## src/design/utf8d_pkg.sv

```systemverilog
// ----------------------------------------------------------------------------
// utf8d_pkg
// Shared types, codes and helpers of the UTF-8 decoder with raw fallback.
// ----------------------------------------------------------------------------
package utf8d_pkg;

	localparam int unsigned BYTE_W = 8;
	localparam int unsigned CP_W   = 21;
	localparam int unsigned TDATA_OUT_W = 24;

	localparam logic [2:0] LEN_BAD   = 3'd0;
	localparam logic [2:0] LEN_ONE   = 3'd1;
	localparam logic [2:0] LEN_TWO   = 3'd2;
	localparam logic [2:0] LEN_THREE = 3'd3;
	localparam logic [2:0] LEN_FOUR  = 3'd4;

	typedef enum logic [1:0] {
		SEL_END,
		SEL_PEND,
		SEL_CP,
		SEL_FRESH
	} emit_sel_t;

	typedef struct packed {
		logic      load;
		logic      emit;
		emit_sel_t sel;
		logic      last;
		logic [1:0] idx;
		logic      clr_cnt;
		logic      start;
		logic      append;
		logic      set_ended;
	} dp_cmd_t;

	typedef struct packed {
		logic       ended;
		logic       eos;
		logic [1:0] cnt;
		logic       b_cont;
		logic       b_single;
		logic       b_bad;
		logic       complete;
		logic       out_free;
	} dp_stat_t;

	function automatic logic [2:0] lead_len(input logic [BYTE_W-1:0] b);
		logic [2:0] len;
		len = LEN_BAD;
		if ((b & 8'h80) == 8'h00)      len = LEN_ONE;
		else if ((b & 8'he0) == 8'hc0) len = LEN_TWO;
		else if ((b & 8'hf0) == 8'he0) len = LEN_THREE;
		else if ((b & 8'hf8) == 8'hf0) len = LEN_FOUR;
		return len;
	endfunction

endpackage

```

## src/design/utf8d_dp.sv

```systemverilog
// ----------------------------------------------------------------------------
// utf8d_dp
// Datapath: input latch, pending byte store, code point assembly and the
// output register of the result stream.
// ----------------------------------------------------------------------------
module utf8d_dp (
	input  logic                 clk,
	input  logic                 arst_n,
	input  logic [7:0]           in_byte,
	input  logic                 in_eos,
	input  utf8d_pkg::dp_cmd_t   cmd,
	output utf8d_pkg::dp_stat_t  stat,
	output logic                 out_valid,
	input  logic                 out_ready,
	output logic [20:0]          out_cp,
	output logic                 out_raw,
	output logic                 out_end,
	output logic                 out_last
);
	import utf8d_pkg::*;

	logic [BYTE_W-1:0] b_q;
	logic              eos_q;
	logic [BYTE_W-1:0] p_q [3];
	logic [1:0]        cnt_q;
	logic              ended_q;

	logic              ovalid_q;
	logic [CP_W-1:0]   ocp_q;
	logic              oraw_q;
	logic              oend_q;
	logic              olast_q;

	logic [2:0]        b_len;
	logic [2:0]        need;
	logic [CP_W-1:0]   cp_dec;
	logic [BYTE_W-1:0] p_sel;
	logic [CP_W-1:0]   emit_cp;
	logic              emit_raw;
	logic              emit_end;
	logic              out_free;

	assign b_len    = lead_len(b_q);
	assign need     = lead_len(p_q[0]);
	assign out_free = !ovalid_q || out_ready;

	always_comb begin
		case (need)
			LEN_FOUR:  cp_dec = {p_q[0][2:0], p_q[1][5:0], p_q[2][5:0], b_q[5:0]};
			LEN_THREE: cp_dec = {5'd0, p_q[0][3:0], p_q[1][5:0], b_q[5:0]};
			default:   cp_dec = {10'd0, p_q[0][4:0], b_q[5:0]};
		endcase
	end

	always_comb begin
		case (cmd.idx)
			2'd0:    p_sel = p_q[0];
			2'd1:    p_sel = p_q[1];
			default: p_sel = p_q[2];
		endcase
	end

	always_comb begin
		emit_cp  = '0;
		emit_raw = 1'b0;
		emit_end = 1'b0;
		case (cmd.sel)
			SEL_END: begin
				emit_end = 1'b1;
			end
			SEL_PEND: begin
				emit_cp  = {13'd0, p_sel};
				emit_raw = 1'b1;
			end
			SEL_CP: begin
				emit_cp = cp_dec;
			end
			SEL_FRESH: begin
				emit_cp  = {13'd0, b_q};
				emit_raw = (b_len == LEN_BAD);
			end
			default: begin
				emit_cp = '0;
			end
		endcase
	end

	always_comb begin
		stat.ended    = ended_q;
		stat.eos      = eos_q;
		stat.cnt      = cnt_q;
		stat.b_cont   = (b_q[7:6] == 2'b10);
		stat.b_single = (b_len == LEN_ONE);
		stat.b_bad    = (b_len == LEN_BAD);
		stat.complete = (({1'b0, cnt_q} + 3'd1) >= need);
		stat.out_free = out_free;
	end

	always_ff @(posedge clk) begin
		if (cmd.load) begin
			b_q   <= in_byte;
			eos_q <= in_eos;
		end
		if (cmd.start) begin
			p_q[0] <= b_q;
		end else if (cmd.append) begin
			case (cnt_q)
				2'd1:    p_q[1] <= b_q;
				default: p_q[2] <= b_q;
			endcase
		end
		if (cmd.emit && out_free) begin
			ocp_q   <= emit_cp;
			oraw_q  <= emit_raw;
			oend_q  <= emit_end;
			olast_q <= cmd.last;
		end
	end

	always_ff @(posedge clk or negedge arst_n) begin
		if (!arst_n) begin
			cnt_q    <= 2'd0;
			ended_q  <= 1'b0;
			ovalid_q <= 1'b0;
		end else begin
			if (cmd.start) begin
				cnt_q <= 2'd1;
			end else if (cmd.append) begin
				cnt_q <= cnt_q + 2'd1;
			end else if (cmd.clr_cnt || cmd.set_ended) begin
				cnt_q <= 2'd0;
			end
			if (cmd.set_ended) begin
				ended_q <= 1'b1;
			end
			if (cmd.emit && out_free) begin
				ovalid_q <= 1'b1;
			end else if (out_ready) begin
				ovalid_q <= 1'b0;
			end
		end
	end

	assign out_valid = ovalid_q;
	assign out_cp    = ocp_q;
	assign out_raw   = oraw_q;
	assign out_end   = oend_q;
	assign out_last  = olast_q;

`ifndef SYNTHESIS
	a_pend_lead: assert property (@(posedge clk) disable iff (!arst_n)
		(cnt_q != 2'd0) |-> (need >= LEN_TWO))
		else $error("pending sequence without a multi-byte lead");

	a_ended_sticky: assert property (@(posedge clk) disable iff (!arst_n)
		ended_q |=> ended_q)
		else $error("end of stream flag cleared");

	a_end_zero: assert property (@(posedge clk) disable iff (!arst_n)
		(ovalid_q && oend_q) |-> (ocp_q == '0 && !oraw_q && olast_q))
		else $error("end marker result malformed");

	a_ended_empty: assert property (@(posedge clk) disable iff (!arst_n)
		ended_q |-> (cnt_q == 2'd0))
		else $error("bytes pending after end of stream");
`endif

endmodule

```

## src/design/utf8d_ctrl.sv

```systemverilog
// ----------------------------------------------------------------------------
// utf8d_ctrl
// Controller: accepts one byte request, decides its outcome and sequences
// the result writes into the datapath output register.
// ----------------------------------------------------------------------------
module utf8d_ctrl (
	input  logic                 clk,
	input  logic                 arst_n,
	input  logic                 in_valid,
	output logic                 in_ready,
	input  utf8d_pkg::dp_stat_t  stat,
	output utf8d_pkg::dp_cmd_t   cmd
);
	import utf8d_pkg::*;

	typedef enum logic [2:0] {
		ST_IDLE,
		ST_DECIDE,
		ST_FLUSH,
		ST_FRESH,
		ST_DONE,
		ST_EOSRAW,
		ST_END
	} state_t;

	state_t     state_q;
	logic [1:0] idx_q;
	logic       last_idx;
	logic       b_lead;

	assign last_idx = (idx_q == (stat.cnt - 2'd1));
	assign b_lead   = !stat.b_single && !stat.b_bad;
	assign in_ready = (state_q == ST_IDLE);

	always_comb begin
		cmd     = '0;
		cmd.sel = SEL_END;
		cmd.idx = idx_q;
		case (state_q)
			ST_IDLE: begin
				cmd.load = in_valid;
			end
			ST_DECIDE: begin
				if (!stat.ended && !stat.eos) begin
					if (stat.cnt == 2'd0) begin
						cmd.start = b_lead;
					end else if (stat.b_cont) begin
						cmd.append = !stat.complete;
					end
				end
			end
			ST_FLUSH: begin
				cmd.emit = stat.out_free;
				cmd.sel  = SEL_PEND;
				cmd.last = last_idx && b_lead;
				if (stat.out_free && last_idx) begin
					cmd.start   = b_lead;
					cmd.clr_cnt = !b_lead;
				end
			end
			ST_FRESH: begin
				cmd.emit = stat.out_free;
				cmd.sel  = SEL_FRESH;
				cmd.last = 1'b1;
			end
			ST_DONE: begin
				cmd.emit    = stat.out_free;
				cmd.sel     = SEL_CP;
				cmd.last    = 1'b1;
				cmd.clr_cnt = stat.out_free;
			end
			ST_EOSRAW: begin
				cmd.emit = stat.out_free;
				cmd.sel  = SEL_PEND;
				cmd.idx  = 2'd0;
			end
			ST_END: begin
				cmd.emit      = stat.out_free;
				cmd.sel       = SEL_END;
				cmd.last      = 1'b1;
				cmd.set_ended = stat.out_free;
			end
			default: begin
				cmd.sel = SEL_END;
			end
		endcase
	end

	always_ff @(posedge clk or negedge arst_n) begin
		if (!arst_n) begin
			state_q <= ST_IDLE;
			idx_q   <= 2'd0;
		end else begin
			case (state_q)
				ST_IDLE: begin
					if (in_valid) state_q <= ST_DECIDE;
				end
				ST_DECIDE: begin
					idx_q <= 2'd0;
					if (stat.ended) begin
						state_q <= ST_END;
					end else if (stat.eos) begin
						state_q <= (stat.cnt != 2'd0) ? ST_EOSRAW : ST_END;
					end else if (stat.cnt == 2'd0) begin
						state_q <= b_lead ? ST_IDLE : ST_FRESH;
					end else if (stat.b_cont) begin
						state_q <= stat.complete ? ST_DONE : ST_IDLE;
					end else begin
						state_q <= ST_FLUSH;
					end
				end
				ST_FLUSH: begin
					if (stat.out_free) begin
						if (last_idx) begin
							state_q <= b_lead ? ST_IDLE : ST_FRESH;
						end else begin
							idx_q <= idx_q + 2'd1;
						end
					end
				end
				ST_FRESH, ST_DONE, ST_END: begin
					if (stat.out_free) state_q <= ST_IDLE;
				end
				ST_EOSRAW: begin
					if (stat.out_free) state_q <= ST_END;
				end
				default: begin
					state_q <= ST_IDLE;
				end
			endcase
		end
	end

`ifndef SYNTHESIS
	a_accept_decide: assert property (@(posedge clk) disable iff (!arst_n)
		(in_valid && in_ready) |=> (state_q == ST_DECIDE))
		else $error("accepted request not decided");

	a_flush_pending: assert property (@(posedge clk) disable iff (!arst_n)
		(state_q == ST_FLUSH) |-> (stat.cnt != 2'd0 && idx_q < stat.cnt))
		else $error("flush index outside pending bytes");

	a_one_update: assert property (@(posedge clk) disable iff (!arst_n)
		$countones({cmd.start, cmd.append, cmd.clr_cnt}) <= 1)
		else $error("conflicting pending updates");
`endif

endmodule

```

## src/design/utf8_decoder_raw_fallback_core.sv

```systemverilog
// ----------------------------------------------------------------------------
// utf8_decoder_raw_fallback_core
// UTF-8 decoder with raw byte fallback on broken or stray sequences.
// ----------------------------------------------------------------------------
// One byte request is taken at a time. The controller decides each byte in
// its decide state, then writes one result per cycle while the output
// register is free; a byte that only extends a pending sequence returns to
// idle from the decide state (at most 4 results per byte, on a broken 4-byte
// sequence). The output register lets the next byte be taken while the last
// result still waits. An end-of-stream request flushes the first pending
// byte raw, drops the rest and gives an end marker; every request after it
// gives one end marker until reset.
module utf8_decoder_raw_fallback_core (
	input  logic        clk,
	input  logic        arst_n,
	input  logic        s_tvalid,
	output logic        s_tready,
	input  logic [7:0]  s_tdata,   // [7:0] data_byte
	input  logic        s_tlast,   // end_of_stream
	output logic        m_tvalid,
	input  logic        m_tready,
	output logic [23:0] m_tdata,   // [20:0] code_point, [23:21] zero
	output logic [1:0]  m_tuser,   // [0] raw_passthrough, [1] end_marker
	output logic        m_tlast    // last_of_run
);
	import utf8d_pkg::*;

	dp_cmd_t         cmd;
	dp_stat_t        stat;
	logic [CP_W-1:0] cp;
	logic            raw;
	logic            endm;

	utf8d_ctrl u_ctrl (
		.clk      (clk),
		.arst_n   (arst_n),
		.in_valid (s_tvalid),
		.in_ready (s_tready),
		.stat     (stat),
		.cmd      (cmd)
	);

	utf8d_dp u_dp (
		.clk       (clk),
		.arst_n    (arst_n),
		.in_byte   (s_tdata),
		.in_eos    (s_tlast),
		.cmd       (cmd),
		.stat      (stat),
		.out_valid (m_tvalid),
		.out_ready (m_tready),
		.out_cp    (cp),
		.out_raw   (raw),
		.out_end   (endm),
		.out_last  (m_tlast)
	);

	assign m_tdata = {{(TDATA_OUT_W - CP_W){1'b0}}, cp};
	assign m_tuser = {endm, raw};

endmodule
```

## config.mk

```make
export PLATFORM = sky130hd
export DESIGN_NAME = utf8_decoder_raw_fallback_core
export DESIGN_NICKNAME = d
export VERILOG_FILES = /design/src/design/utf8d_pkg.sv /design/src/design/utf8d_dp.sv /design/src/design/utf8d_ctrl.sv /design/src/design/utf8_decoder_raw_fallback_core.sv
export SDC_FILE = /design/constraint.sdc
export NUM_CORES = 1
export LEC_CHECK = 0
export BUFFER_PORTS_ARGS = -buffer_cell sky130_fd_sc_hd__clkbuf_2
export CELL_PAD_IN_SITES_DETAIL_PLACEMENT = 1
export CELL_PAD_IN_SITES_GLOBAL_PLACEMENT = 1
export CORE_MARGIN = 8
export CORE_UTILIZATION = 35
export DETAILED_ROUTE_END_ITERATION = 7
export GPL_TIMING_DRIVEN = 0
export PLACE_DENSITY = 0.7
export SLEW_MARGIN = 20
export SYNTH_ARGS = -nofsm -noshare
export SYNTH_HDL_FRONTEND = slang
export SYNTH_SLANG_ARGS = --single-unit
```

## constraint.sdc

```tcl
create_clock -name clk -period 4.2 [get_ports clk]
set_input_delay 0.63 -clock clk [delete_from_list [all_inputs] [get_ports clk]]
set_output_delay 0.63 -clock clk [all_outputs]
set_load 0.005 [all_outputs]
```

==> run_results.csv <==
group,metric,value,unit
yosys,syn_inst,282,
clocking,cts_max_level,3,
grt,grt-ovfl-total,0,
pwr,vdd_drop_max,0.175,mV
critical_path,critPathLaunchType,"flop",
routing,wl_per_cell,18.4,um
yosys,ys_ff_latch,66,
timing,drv_slew,0,
pwr,pwr-share-clk,21.5,%
pwr,pwr-share-comb,37.6,%
yosys,synth_ff_type,"edfxtp_1",
routing,routed.top_layer,"met4",
pwr,powerDensity,678,mW/mm2
timing,finalSetupViolCount,0,
worst_hold_path,min_path_type,"input port to async pin",
clocking,cts.clk_slew.worst_paths,0.07,ns
grt,grt_pass1_vias,2516,
clocking,cts_root_buffer,"clkbuf_8",
finish,final_util,41.6,%
finish,fillerInstances,1001,
clocking,clkSinkCount,66,
yosys,async_reset_ff_share,13.6,%
timing,slew_headroom,42.0,%
timing,hold_viol_final,0,
clocking,clk_latency,0.35,ns
finish,diodes,0,
critical_path,crit_path_max_incr_delay,0.76,ns
outcome,status,"complete, no violations",
grt,grtUsageTotal,13.6,%
routing,wl_met2,3700,um
finish,nNetsFinal,354,
critical_path,critPathSlowestCell,"nor2b_1",
timing,setup_slack,0.620,ns
grt,grt_max_degree,18,
routing,wl_met1,3890,um
timing,period_minus_slack,3.58,ns
critical_path,arrival,3.56,ns
routing,num_vias,2421,
die,row_count,35,
yosys,synth_edf_count,57,
pwr,sequentialPowerShare,40.9,%
placement,io_buffers,38,
timing,worst_slew_pin_slew,0.868,ns
die,initial_utilization,35.3,%
grt,antenna_found_initial,0,
grt,grt_first_pass_wirelength,13300,um
yosys,ys_seq_area_share,60.4,%
pwr,p_sw,956,uW
timing,fin_setup_tns,0,ns
critical_path,crit_chain,"nand3_1 -> nor2_1 -> nand2_1 -> ha_1 -> a21oi_1 -> o21ai_0 -> nor4_2 -> nor2b_1",
finish,fin_area,0.00377,mm2
timing,max_freq,0.279,GHz
pwr,swShare,37.4,%
die,dieArea,0.0125,mm2
critical_path,critPathMaxFanout,10,
timing,rsz0062_at_grt,"false",
finish,area_growth,17.6,%
timing,min_period_over_period,85.2,%
critical_path,worst_ep_required_time,4.17,ns
clocking,post_cts_resize_count,0,
finish,drive_gt1_share,21.2,%
critical_path,critPathKind,"flop to flop",
clocking,cts_buffer_depth,2,
placement,dpl_worst_slack,0.568,ns
critical_path,end_kind,"flop",
routing,drc_errors,0,
routing,firstDrtPassIters,4,
clocking,post_cts_buffers,0,
timing,fin_skew,0.00656,ns
placement,place_area,0.00357,mm2
clocking,cts-buffers-inserted,9,
routing,routed_wl,8280,um
yosys,ys_warn_count,0,
flow_run,cap_violations,0,
yosys,synth_area,0.00320,mm2
yosys,syn_avg_cell_area,11.4,um2
die,die_w,112,um
yosys,synth.distinct_cells,49,
critical_path,reg2regPathDepth,8,
routing,drtAntennaViolNets,0,
placement,finalWeightedCongestion,0.814,
timing,whs,0.139,ns
clocking,cts_hold_buf,0,
routing,drtIter0Drc,116,
pwr,p_int,1600,uW
die,core,0.00906,mm2
pwr,p_leak,0.00139,uW
die,io_pins,42,
routing,wl_met3,538,um
routing,via_per_inst,5.37,
placement,dp_hpwl,6120,um
clocking,cts_tree,"done",
die,die_h,112,um
cell usage after synthesis, types with 2 or more instances:
library cell  count  area [um2]
a22oi_1           3        22.5
a22o_1            2        17.5
xnor2_1           2        17.5
mux2_2            3        33.8
inv_1             8        30.0
nor4b_1           2        17.5
nor2_1           23        86.3
and3_1            3        18.8
a2111oi_0         2        17.5
o31ai_1           4        30.0
nand3_1           6        30.0
a21oi_1          26         130
or3_1             2        12.5
edfxtp_1         57        1710
nor2b_1          14        87.6
nand2_1          19        71.3
o21a_1            5        37.5
a31oi_1           2        12.5
o32ai_1           2        17.5
dfrtp_1           9         225
nor3_1            5        25.0
o21ai_0          20         100
buf_2             2        10.0
nand2b_1          5        31.3
o22a_1            3        26.3
ha_1              6        75.1
and2_1            6        37.5
o22ai_1           5        31.3
buf_4             5        37.5
clkbuf_1         12        45.0
per-layer routing:
layer / track usage (%) / vias up
li1: - / 1149
met2: 20.8 / 83
met1: 17.3 / 1176
met4: 6.11 / 0
met3: 4.11 / 13
met5: 0 / -
power groups by stage:
stage / combinational (uW) / sequential, uW / clock, uW
2_1_floorplan: 587 / 1060 / 0
3_3_place_gp: 911 / 1060 / 0
3_5_place_dp: 963 / 1060 / 0
4_1_cts: 969 / 1050 / 562
5_1_grt: 1060 / 1060 / 587
6_report: 962 / 1050 / 548
flip-flops by register name (all words and copies together) (netlist names), 2 cells and up:
| signal | cells |
|---|---|
| u_dp.out_cp | 21 |
| u_dp.b_q | 8 |
| u_ctrl.state_q | 3 |
| u_ctrl.idx_q | 2 |
| u_dp.p_q | 24 |
| u_dp.cnt_q | 2 |
placed cells by master, fill, tap and decap left out, types with 3 or more instances in the layout:
cell type / instances
and3_1: 3
clkbuf_8: 9
nor2_1: 22
o22a_1: 3
nand2b_1: 5
mux2_2: 3
buf_2: 3
o31ai_1: 4
and2_1: 6
edfxtp_1: 57
buf_4: 5
a22oi_1: 3
inv_1: 8
clkbuf_1: 12
clkbuf_2: 38
o21a_1: 5
o22ai_1: 5
o21ai_0: 20
conb_1: 3
a21oi_1: 26
nor3_1: 5
nor2b_1: 14
dfrtp_1: 9
nand3_1: 6
nand2_1: 19
ha_1: 6
stage by stage:
step                      power (uW)  cells
after detailed placement        2020    435
final                           2560    451
after floorplan                 1640    284
after global routing            2710    451
after CTS                       2580    451
after global placement          1970    433
layout make-up:
| class | count | area (um2) | area share, % |
|---|---|---|---|
| plain buffers | 20 | 96.3 | 2.56 |
| clock buffers | 9 | 124 | 3.29 |
| clock inverters | 7 | 78.8 | 2.09 |
| inverters | 8 | 30.0 | 0.797 |
| multi-input cells | 190 | 1160 | 30.7 |
| flip-flops and latches | 66 | 1940 | 51.4 |
| well taps | 111 | 139 | 3.69 |
| repair buffers | 40 | 206 | 5.48 |
cells by family (layout without fill, tap and decap cells):
| logic type | Yosys count | in the layout | synth area share [%] |
|---|---|---|---|
| other cells | 1 | 3 | 0.117 |
| compound gates | 84 | 84 | 16.8 |
| simple gates | 91 | 91 | 14.5 |
| buf+inv | 28 | 84 | 3.94 |
| fa+ha+maj | 6 | 6 | 2.34 |
| xor+xnor | 2 | 2 | 0.547 |
| mux | 4 | 4 | 1.37 |
| flops | 66 | 66 | 60.4 |
worst paths after layout:
kind	from	slack, ns	to
max	u_dp.p_q[0][6]$_DFFE_PP_	0.62	u_dp.p_q[0][17]$_DFFE_PP_
min	arst_n	0.14	u_dp.cnt_q[0]$_DFFE_PN0P_
max reg2reg	u_dp.p_q[0][6]$_DFFE_PP_	0.62	u_dp.p_q[0][17]$_DFFE_PP_
min reg2reg	u_dp.b_q[1]$_DFFE_PP_	0.55	u_dp.p_q[0][1]$_DFFE_PP_
max in group asynchronous	arst_n	3.85	u_ctrl.idx_q[0]$_DFFE_PN0P_
min in group clk	s_tdata[3]	0.46	u_dp.b_q[3]$_DFFE_PP_
worst max-delay path: cells and delay by family (launching register included):
kind,cells,cell delay [ns]
simple gates,5,2.08
flops,1,0.45
fa+ha+maj,1,0.36
compound gates,2,0.30
Note: power is estimated with default switching activity, not from simulation.
